$ cat src/rtl/sdt_pkg.sv
`default_nettype none
package sdt_pkg;

	localparam int TABLE_DEPTH = 16;
	localparam logic [15:0] COUNT_MAX = 16'hFFFF;

	typedef struct packed {
		logic [15:0]        count;
		logic signed [7:0]  rssi;
		logic [47:0]        address;
	} entry_t;

	typedef struct packed {
		logic               hit;
		logic               new_entry;
		logic               evicted;
		logic [3:0]         slot;
		logic [15:0]        occurrences;
		logic [47:0]        entry_address;
		logic signed [7:0]  entry_rssi;
		logic [4:0]         entry_count;
		logic               entry_valid;
	} res_t;

endpackage
`default_nettype wire

$ cat src/rtl/sdt_mem.sv
`default_nettype none
module sdt_mem #(
	parameter int Depth = 16,
	parameter int IdxW  = 4
) (
	input  wire                 clk,
	input  wire                 we,
	input  wire [IdxW-1:0]      waddr,
	input  sdt_pkg::entry_t     wdata,
	input  wire [IdxW-1:0]      raddr,
	output sdt_pkg::entry_t     rdata
);
	import sdt_pkg::*;

	entry_t mem_q [Depth];

	always_ff @(posedge clk) begin
		if (we) begin
			mem_q[waddr] <= wdata;
		end
	end

	always_ff @(posedge clk) begin
		rdata <= mem_q[raddr];
	end

endmodule
`default_nettype wire

$ cat src/rtl/sdt_ctrl.sv
`default_nettype none
module sdt_ctrl #(
	parameter int Depth = 16,
	parameter int IdxW  = 4,
	parameter int FillW = 5
) (
	input  wire                 clk,
	input  wire                 arst_n,
	input  wire                 in_valid,
	output logic                in_ready,
	input  wire                 in_mode,
	input  wire [47:0]          in_address,
	input  wire signed [7:0]    in_rssi,
	input  wire [3:0]           in_read_index,
	output logic                mem_we,
	output logic [IdxW-1:0]     mem_waddr,
	output sdt_pkg::entry_t     mem_wdata,
	output logic [IdxW-1:0]     mem_raddr,
	input  sdt_pkg::entry_t     mem_rdata,
	output logic                res_valid,
	input  wire                 res_ready,
	output sdt_pkg::res_t       res
);
	import sdt_pkg::*;

	typedef enum logic [5:0] {
		ST_IDLE   = 6'b000001,
		ST_SCAN   = 6'b000010,
		ST_APPEND = 6'b000100,
		ST_READ   = 6'b001000,
		ST_RDATA  = 6'b010000,
		ST_DONE   = 6'b100000
	} state_t;

	state_t             state_q, state_d;
	logic [47:0]        addr_q;
	logic signed [7:0]  rssi_q;
	logic [3:0]         ridx_q;
	logic [IdxW-1:0]    scan_q, scan_d;
	logic               iss_q, iss_d;
	logic               pend_s1;
	logic               plast_s1;
	logic [IdxW-1:0]    pidx_s1;
	logic [IdxW-1:0]    best_idx_q, best_idx_d;
	logic [15:0]        best_cnt_q, best_cnt_d;
	logic [FillW-1:0]   fill_q, fill_d;
	res_t               res_q, res_d;

	logic               accept;
	logic               read_ok;
	logic               last_iss;
	logic               match;
	logic               take_cur;
	logic [IdxW-1:0]    sel_idx;
	logic               do_append;

	assign in_ready  = (state_q == ST_IDLE);
	assign accept    = in_valid && in_ready;
	assign res_valid = (state_q == ST_DONE);
	assign res       = res_q;

	assign read_ok  = (32'(in_read_index) < 32'(fill_q)) && (32'(in_read_index) < Depth);
	assign last_iss = (32'(scan_q) + 32'd1 == 32'(fill_q));
	assign match    = (mem_rdata.address == addr_q);
	// first smallest count wins: the first slot seeds the minimum
	assign take_cur = (pidx_s1 == '0) || (mem_rdata.count < best_cnt_q);
	assign sel_idx  = take_cur ? pidx_s1 : best_idx_q;

	always_comb begin
		state_d    = state_q;
		scan_d     = scan_q;
		iss_d      = iss_q;
		best_idx_d = best_idx_q;
		best_cnt_d = best_cnt_q;
		fill_d     = fill_q;
		res_d      = res_q;
		mem_we     = 1'b0;
		mem_waddr  = pidx_s1;
		mem_wdata  = '{count: 16'd1, rssi: rssi_q, address: addr_q};
		mem_raddr  = scan_q;
		do_append  = 1'b0;

		case (state_q)
			ST_IDLE: begin
				if (accept) begin
					if (in_mode) begin
						if (read_ok) begin
							state_d = ST_READ;
						end else begin
							res_d = '{hit: 1'b0, new_entry: 1'b0, evicted: 1'b0,
								slot: in_read_index, occurrences: '0,
								entry_address: '0, entry_rssi: '0,
								entry_count: 5'(fill_q), entry_valid: 1'b0};
							state_d = ST_DONE;
						end
					end else if (fill_q == '0) begin
						state_d = ST_APPEND;
					end else begin
						scan_d  = '0;
						iss_d   = 1'b1;
						state_d = ST_SCAN;
					end
				end
			end
			ST_SCAN: begin
				if (iss_q) begin
					scan_d = scan_q + 1'b1;
					if (last_iss) begin
						iss_d = 1'b0;
					end
				end
				if (pend_s1) begin
					if (take_cur) begin
						best_idx_d = pidx_s1;
						best_cnt_d = mem_rdata.count;
					end
					if (match) begin
						mem_we    = 1'b1;
						mem_waddr = pidx_s1;
						mem_wdata.count = (mem_rdata.count == COUNT_MAX) ?
							COUNT_MAX : mem_rdata.count + 16'd1;
						res_d = '{hit: 1'b1, new_entry: 1'b0, evicted: 1'b0,
							slot: 4'(pidx_s1), occurrences: mem_wdata.count,
							entry_address: addr_q, entry_rssi: rssi_q,
							entry_count: 5'(fill_q), entry_valid: 1'b0};
						iss_d   = 1'b0;
						state_d = ST_DONE;
					end else if (plast_s1) begin
						if (32'(fill_q) < Depth) begin
							do_append = 1'b1;
						end else begin
							mem_we    = 1'b1;
							mem_waddr = sel_idx;
							res_d = '{hit: 1'b0, new_entry: 1'b1, evicted: 1'b1,
								slot: 4'(sel_idx), occurrences: 16'd1,
								entry_address: addr_q, entry_rssi: rssi_q,
								entry_count: 5'(fill_q), entry_valid: 1'b0};
							state_d = ST_DONE;
						end
					end
				end
			end
			ST_APPEND: begin
				do_append = 1'b1;
			end
			ST_READ: begin
				mem_raddr = IdxW'(ridx_q);
				state_d   = ST_RDATA;
			end
			ST_RDATA: begin
				res_d = '{hit: 1'b0, new_entry: 1'b0, evicted: 1'b0,
					slot: ridx_q, occurrences: mem_rdata.count,
					entry_address: mem_rdata.address, entry_rssi: mem_rdata.rssi,
					entry_count: 5'(fill_q), entry_valid: 1'b1};
				state_d = ST_DONE;
			end
			ST_DONE: begin
				if (res_ready) begin
					state_d = ST_IDLE;
				end
			end
			default: begin
				state_d = ST_IDLE;
			end
		endcase

		if (do_append) begin
			mem_we    = 1'b1;
			mem_waddr = IdxW'(fill_q);
			fill_d    = fill_q + 1'b1;
			res_d = '{hit: 1'b0, new_entry: 1'b1, evicted: 1'b0,
				slot: 4'(fill_q), occurrences: 16'd1,
				entry_address: addr_q, entry_rssi: rssi_q,
				entry_count: 5'(fill_d), entry_valid: 1'b0};
			state_d = ST_DONE;
		end
	end

	always_ff @(posedge clk or negedge arst_n) begin
		if (!arst_n) begin
			state_q  <= ST_IDLE;
			fill_q   <= '0;
			iss_q    <= 1'b0;
			pend_s1  <= 1'b0;
		end else begin
			state_q  <= state_d;
			fill_q   <= fill_d;
			iss_q    <= iss_d;
			pend_s1  <= iss_q && (state_q == ST_SCAN) && (state_d == ST_SCAN);
		end
	end

	always_ff @(posedge clk) begin
		if (accept) begin
			addr_q <= in_address;
			rssi_q <= in_rssi;
			ridx_q <= in_read_index;
		end
		scan_q     <= scan_d;
		pidx_s1    <= scan_q;
		plast_s1   <= last_iss;
		best_idx_q <= best_idx_d;
		best_cnt_q <= best_cnt_d;
		res_q      <= res_d;
	end

endmodule
`default_nettype wire

$ cat src/rtl/seen_device_table_lfu.sv
`default_nettype none
// Table of seen device addresses with least-frequently-used replacement. One beat in,
// one beat out. A report beat scans the filled slots one per cycle through the single
// read port of the table memory, then writes the hit, appended or evicted slot; a hit
// ends the scan early. A read-back beat reads the addressed slot back through the same
// port unless that slot is not filled. No new beat is taken until the last result has
// gone to the output register, and a result that waits downstream holds the input off.
// Slots are not cleared at reset; only filled slots are ever returned.
module seen_device_table_lfu (
	input  wire         clk,
	input  wire         arst_n,
	input  wire         s_tvalid,
	output logic        s_tready,
	input  wire         s_tuser,        // mode
	input  wire [63:0]  s_tdata,        // address[47:0], rssi[55:48], read_index[59:56]
	output logic        m_tvalid,
	input  wire         m_tready,
	output logic [3:0]  m_tuser,        // hit, new_entry, evicted, entry_valid
	output logic [87:0] m_tdata         // slot, occurrences, entry_address, entry_rssi,
	                                    // entry_count
);
	import sdt_pkg::*;

	localparam int TableDepth = TABLE_DEPTH;
	localparam int IdxW  = (TableDepth > 1) ? $clog2(TableDepth) : 1;
	localparam int FillW = $clog2(TableDepth + 1);

	logic               mem_we;
	logic [IdxW-1:0]    mem_waddr;
	entry_t             mem_wdata;
	logic [IdxW-1:0]    mem_raddr;
	entry_t             mem_rdata;
	logic               res_valid;
	logic               res_ready;
	res_t               res;
	logic               out_vld_q;
	res_t               out_q;

	sdt_ctrl #(
		.Depth (TableDepth),
		.IdxW  (IdxW),
		.FillW (FillW)
	) u_ctrl (
		.clk           (clk),
		.arst_n        (arst_n),
		.in_valid      (s_tvalid),
		.in_ready      (s_tready),
		.in_mode       (s_tuser),
		.in_address    (s_tdata[47:0]),
		.in_rssi       (s_tdata[55:48]),
		.in_read_index (s_tdata[59:56]),
		.mem_we        (mem_we),
		.mem_waddr     (mem_waddr),
		.mem_wdata     (mem_wdata),
		.mem_raddr     (mem_raddr),
		.mem_rdata     (mem_rdata),
		.res_valid     (res_valid),
		.res_ready     (res_ready),
		.res           (res)
	);

	sdt_mem #(
		.Depth (TableDepth),
		.IdxW  (IdxW)
	) u_mem (
		.clk   (clk),
		.we    (mem_we),
		.waddr (mem_waddr),
		.wdata (mem_wdata),
		.raddr (mem_raddr),
		.rdata (mem_rdata)
	);

	// output register: free when empty or being drained this cycle
	assign res_ready = !out_vld_q || m_tready;

	always_ff @(posedge clk or negedge arst_n) begin
		if (!arst_n) begin
			out_vld_q <= 1'b0;
		end else if (res_ready) begin
			out_vld_q <= res_valid;
		end
	end

	always_ff @(posedge clk) begin
		if (res_valid && res_ready) begin
			out_q <= res;
		end
	end

	assign m_tvalid = out_vld_q;
	assign m_tuser  = {out_q.entry_valid, out_q.evicted, out_q.new_entry, out_q.hit};
	assign m_tdata  = {7'd0, out_q.entry_count, out_q.entry_rssi, out_q.entry_address,
		out_q.occurrences, out_q.slot};

endmodule
`default_nettype wire

$ cat config.mk
export PLATFORM = sky130hd
export DESIGN_NAME = seen_device_table_lfu
export DESIGN_NICKNAME = d
export VERILOG_FILES = /design/src/rtl/sdt_pkg.sv /design/src/rtl/sdt_mem.sv /design/src/rtl/sdt_ctrl.sv /design/src/rtl/seen_device_table_lfu.sv
export SDC_FILE = /design/constraint.sdc
export NUM_CORES = 2
export LEC_CHECK = 0
export ABC_AREA = 1
export BUFFER_PORTS_ARGS = -buffer_cell sky130_fd_sc_hd__buf_4
export CAP_MARGIN = 40
export CORE_UTILIZATION = 35
export CTS_BUF_LIST = sky130_fd_sc_hd__clkbuf_2 sky130_fd_sc_hd__clkbuf_4 sky130_fd_sc_hd__clkbuf_8
export CTS_CLUSTER_DIAMETER = 80
export DETAILED_ROUTE_END_ITERATION = 10
export HOLD_SLACK_MARGIN = 0.08
export PLACE_DENSITY = 0.51
export SLEW_MARGIN = 10
export SYNTH_ARGS = -nofsm -noshare
export SYNTH_HDL_FRONTEND = slang
export SYNTH_SLANG_ARGS = --single-unit
$ cat constraint.sdc
create_clock -name clk -period 13.4 [get_ports clk]
set_clock_uncertainty 0.05 [all_clocks]
set_input_delay 1.34 -clock clk [delete_from_list [all_inputs] [get_ports clk]]
set_output_delay 1.34 -clock clk [all_outputs]
set_load 0.005 [all_outputs]
======== Yosys cells after proc, flatten, opt, wreduce, memory -nomap -nowiden ========
Memory sizes are Yosys's and may differ from the RTL's. A register that Yosys moved wholly into a read port is not among the register bits.
Cells that the tools add are included.
word-level totals
  flip-flop bits (word level) ............. 273
  bits in writable memories ............... 1,152
  bits of input ports ..................... 69
  output and inout port bits .............. 94
  logic and storage cells ................. 140
  memories ................................ 1
cells by class
  add/sub/neg operators ................... 4
  magnitude comparators ................... 3
  eq/ne operators ......................... 25
  multiplexer cells ....................... 58
  reductions and logical operators ........ 18
memories
  name         depth  bits a word  rd ports  clocked after Yosys merged registers in  wr ports  line           source
  u_mem.mem_q  16     72           1         1                                        1         sdt_mem.sv:15  entry_t mem_q [Depth];
operators with widths
  kind                   number
  $mux 85                7
  $pmux 85 s3            1
  $mux 82                1
  $mux 16                4
  $mux 6                 9
  $eq 48x48->1           1
  $mux 4                 12
  $pmux 6 s6             1
  $eq 32x5->1            1
  $mux 1                 19
  $add 16x1->16 const B  1
  $eq 16x16->1 const B   1
  $lt 16x16->1           1
  $reduce_and 7->1       2
  $eq 6x2->1 const B     2
  $ne 2x2->1 const B     5
  $ne 3x3->1 const B     3
  $pmux 4 s2             1
  $eq 6x1->1 const B     1
  $eq 6x3->1 const B     1
  $eq 6x4->1 const B     1
  $eq 6x5->1 const B     1
  $eq 6x6->1 const B     1
  $ne 3x1->1 const B     2
  other kinds (23)       29

======== Longest topological paths before layout ========
  word-level depth ........................ 9
  gate-level depth with buffers ........... 19

======== Hierarchy ========
From an unflattened synthesis, not the netlist that was laid out.
second synthesis, totals
  cells, all modules ...................... 5,766
  area, all modules ....................... 62,776.5 um^2
by module, submodules not included
  module                 instances  cells an instance  area each (um^2)  seq. area each (um^2)
  sdt_mem                1          4,731              50,772.4          36,034.6
  sdt_ctrl               1          936                9,350.2           5,301.3
  seen_device_table_lfu  1          99                 2,653.8           2,577.5

======== Worst setup path before layout ========
Ideal clock, no wire load.
  path kind ............................... input port to flip-flop
  start point ............................. input port m_tready
  end point ............................... register out_q (netlist bit m_tdata[0]) (enable)
  library setup time ...................... 0.529 ns
  data arrival time ....................... 4.938 ns
  data required time ...................... 12.821 ns
  slack ................................... 7.883 ns
  cell stages on the path ................. 2
  buffers on the path ..................... 0
  path through ............................ nor2_1 -> nor2_1
on the way
  cells in the longest elaborated chain, start to end .. 2
ends and longest elaborated chain
  element               line                         source
  start, declared       seen_device_table_lfu.sv:17  input wire m_tready,
  $logic_or 1x1->1      seen_device_table_lfu.sv:75  assign res_ready = !out_vld_q || m_tready;
  $logic_and 1x1->1     seen_device_table_lfu.sv:86  if (res_valid && res_ready) begin
  end signal, assigned  seen_device_table_lfu.sv:87  out_q <= res;
  end, declared         seen_device_table_lfu.sv:37  res_t out_q;
No other way between the ends.
A chain may end at the register's enable or synchronous reset.

======== Final worst setup path ========
  start point ............................. register u_ctrl.addr_q[47]
  end point ............................... memory u_mem.mem_q[12][21] (netlist name) (enable)
on the way
  cells in the longest elaborated chain, start to end .. 7
ends and longest elaborated chain
  element                                      line             source
  start, declared                              sdt_ctrl.sv:36   logic [47:0] addr_q;
  start signal, assigned                       sdt_ctrl.sv:195  addr_q <= in_address;
  $eq 48x48->1 *                               sdt_ctrl.sv:64   assign match = (mem_rdata.address == addr_q);
  $mux 1                                       sdt_ctrl.sv:117  if (match) begin
  $mux 1                                       sdt_ctrl.sv:112  if (pend_s1) begin
  $pmux 1 s2 / $mux 1 (equally long branches)  sdt_ctrl.sv:83   case (state_q)
  $mux 1                                       sdt_ctrl.sv:167  if (do_append) begin
  $mux 1                                       sdt_mem.sv:18    if (we) begin
  $mux 1 (implied by the code)                 sdt_mem.sv:19    mem_q[waddr] <= wdata;
  end, declared                                sdt_mem.sv:15
Mark *: on every way between the ends. The rest lies on a longest branch, timed or not.

==> impl_metrics.json <==
{
  "status": "finished clean",
  "start_util_pct": 35.2,
  "power_mw": 13.9,
  "ant_nets": 0,
  "grt_pass1_wl_um": 230000,
  "cp_cell_sequence": "xnor2_1 > nand2_1 > nor2_1 > nand2_1 > nor2_1 > nand3_1 > nand3_2 > nand2_4 > inv_4 > buf_4 > nand3_1 > nand2_1 > nand3_1 > nor2_4 > buf_4 > buf_4",
  "grt_max_degree": 215,
  "worstPathArrival_ns": 7.57,
  "fin_crit_ns": 7.08,
  "num_vias": 35381,
  "post-cts-setup-buffers": 0,
  "p_leak_nw": 22.7,
  "multi_input_area_um2": 12000,
  "yosysSeqAreaShare_pct": 76.6,
  "dp_hpwl_um": 81100,
  "ctsHoldBuffers": 0,
  "first_iter_violations": 3222,
  "finalCritPeriodShare_pct": 52.8,
  "slowest_delay_ns": 0.77,
  "seqCellArea_um2": 43900,
  "h-tree-depth": 4,
  "hold_class": "input pin to asynchronous set/reset pin",
  "io_pins": 163,
  "cap_violations": 0,
  "fill_cells": 15033,
  "cts.sinks": 1497,
  "max-slew-margin-rel_pct": 32.5,
  "fp.dieH_um": 407,
  "drt-total-wl_um": 159000,
  "critical_path.max_fanout": 46,
  "post_synth.cell_area_avg_um2": 13.8,
  "setup_tns_ns": 0,
  "grt_pass1_vias": 34022,
  "final_max_slew_viol_count": 0,
  "wl_per_cell_um": 23.5,
  "cts_buffer_depth": 3,
  "fmax_mhz": 141,
  "crit_slowest_cell": "buf_4",
  "postSynthCellCount": 4141,
  "tritoncts": "yes",
  "ir_drop_v": 0.000259,
  "place_area_um2": 61500,
  "die-area_um2": 165000,
  "firstDrtPassIters": 5,
  "cts_resized": 0,
  "end_kind": "flip-flop",
  "grt_use_total_pct": 18.9,
  "finalNetCount": 4458,
  "path_class": "flip-flop to flip-flop",
  "required_ns": 13.89,
  "clk_latency_ns": 0.95,
  "port_buffers": 151,
  "area_delta_synth_final_pct": 16.0,
  "ys_warn_count": 0,
  "via_per_inst": 5.24,
  "worst_slew_pin_slew_ns": 1.01,
  "final_core_util_pct": 40.9,
  "ys_seq_elements": 1497,
  "gp_congestion": 0.786,
  "grt_remaining_overflow": 0,
  "clk_transition_reported_paths_ns": 0.06,
  "drc": 0,
  "worst_hold_slack_ns": 0.220,
  "r2r_cells": 16,
  "die_w_um": 407,
  "yosysUniqueCellTypes": 52,
  "final_cell_area_um2": 66600,
  "pwr_density_cell_nw_per_um2": 209,
  "cts_root_buf": "clkbuf_8",
  "hold_viol_final": 0,
  "cts_buffers": 238,
  "core-area_um2": 163000,
  "final_layout_size_suffix_gt1_share_pct": 15.8,
  "start_kind": "flip-flop",
  "setup-violations-final": 0,
  "rows": 148,
  "synth_area_um2": 57400,
  "antenna_found_initial": 9,
  "rsz0062_at_grt": "no"
}
==> cells in the mapped netlist, drive strengths merged <==
| cell | number | area [um^2] |
|---|---|---|
| nor3 | 10 | 55.1 |
| nor2 | 691 | 2620 |
| o221ai | 207 | 1810 |
| o21a | 2 | 15.0 |
| nand4 | 10 | 62.6 |
| xor2 | 15 | 131 |
| ha | 22 | 275 |
| o22ai | 102 | 638 |
| o21bai | 1 | 7.51 |
| o2111ai | 3 | 26.3 |
| nand3 | 95 | 513 |
| xnor2 | 29 | 254 |
| dfstp | 1 | 26.3 |
| or4 | 1 | 7.51 |
| a31oi | 1 | 6.26 |
| conb | 1 | 3.75 |
| or2 | 1 | 8.76 |
| dfrtp | 13 | 325 |
| o31ai | 2 | 15.0 |
| clkbuf | 218 | 821 |
| a21o | 1 | 7.51 |
| a32o | 34 | 340 |
| clkinv | 2 | 7.51 |
| inv | 126 | 475 |
| nand2 | 285 | 1100 |
| edfxtp | 1386 | 41600 |
| buf | 50 | 297 |
| a22o | 1 | 8.76 |
| nor4 | 4 | 46.3 |
| dfxtp | 97 | 1940 |
| a21oi | 16 | 80.1 |
| o21ai | 626 | 3150 |
| nand3b | 3 | 22.5 |
| o211ai | 84 | 631 |
| a211oi | 1 | 7.51 |
==> stage by stage <==
step	std cells	setup WS, ns
after global placement	6268	6.32
final	6750	6.32
after CTS	6748	6.21
after detailed placement	6302	6.23
after global routing	6749	5.90
after floorplan	4147	7.88
==> metal layers <==
| metal | routed length (um) | global-route usage [%] | part of all wire, % |
|---|---|---|---|
| met5 | 0 | 0 | 0 |
| met3 | 11600 | 4.04 | 7.3 |
| met4 | 3110 | 5.20 | 2.0 |
| met1 | 72700 | 27.3 | 46 |
| met2 | 71500 | 28.8 | 45 |
==> final cells by class <==
class	instances	area share, %
clock inverters	73	0.842
inverters	128	0.760
multi-input cells	2254	18.1
diodes	2	0.00752
clock buffers	373	6.76
well taps	2175	4.09
flip-flops and latches	1497	66.0
repair buffers	248	3.46
==> flip-flops by register name (all words and copies together) (netlist names), 4 cells and up <==
name,count
u_ctrl.best_cnt_q,16
u_ctrl.scan_q,4
m_tuser,4
u_ctrl.state_q,6
u_mem.mem_q,1152
u_ctrl.fill_q,5
u_ctrl.pidx_s1,4
u_ctrl.rssi_q,8
u_ctrl.ridx_q,4
u_ctrl.best_idx_q,4
u_mem.rdata,72
u_ctrl.res,85
u_ctrl.addr_q,48
m_tdata,81
==> path summary, 6_finish.rpt <==
check                                        from             endpoint  slack, ns
worst max-delay path            u_ctrl.addr_q[47]  u_mem.mem_q[12][21]       6.32
worst min-delay path                       arst_n         u_ctrl.iss_q       0.22
worst max register to register  u_ctrl.addr_q[47]  u_mem.mem_q[12][21]       6.32
worst min register to register     u_ctrl.res[29]          m_tdata[35]       0.32
max in group asynchronous                  arst_n    u_ctrl.state_q[0]      12.83
min in group clk                   u_ctrl.res[29]          m_tdata[35]       0.32
==> kinds of logic after synthesis <==
group	Yosys count	share of synthesized area, %
XOR/XNOR	44	0.672
AND/OR/NAND/NOR	1100	7.72
adder cells (fa/ha/maj)	22	0.480
other	1	0.00654
AO/OA/AOI/OAI	1081	11.8
buffers and inverters	396	2.79
flip-flops	1497	76.6
==> critical path: cells and delay by family (launching register included) <==
kind | cells | cell delay [ns]
flip-flops | 1 | 0.62
XOR/XNOR | 1 | 0.39
buffers and inverters | 4 | 2.31
AND/OR/NAND/NOR | 11 | 3.22
==> cells in the final DEF (no fill, tap or decap), drive strengths merged, types with 2 or more instances in the layout <==
cell and n:
nand3b 3, nand4 10, bufinv 5, diode 2, xor2 15, inv 134, edfxtp 1386, dfxtp 97
o221ai 207, o211ai 84, clkbuf 373, nor4 4, ha 22, nand3 95, o21a 2, buf 248
conb 7, nand2 285, clkinv 59, dfrtp 13, o31ai 2, o2111ai 3, o21ai 626, nor2 691
o22ai 102, a21oi 16, xnor2 29, clkinvlp 3, nor3 10, a32o 34
==> power breakdown <==
group          total (mW)  leakage [nW]  switching, mW  internal (mW)
clock                4.07          2.70           1.84           2.24
combinational        3.80          6.01           2.69           1.11
sequential           6.05          14.0          0.351           5.70
total                13.9          22.7           4.88           9.05
Power figures use the tool's default switching activity.
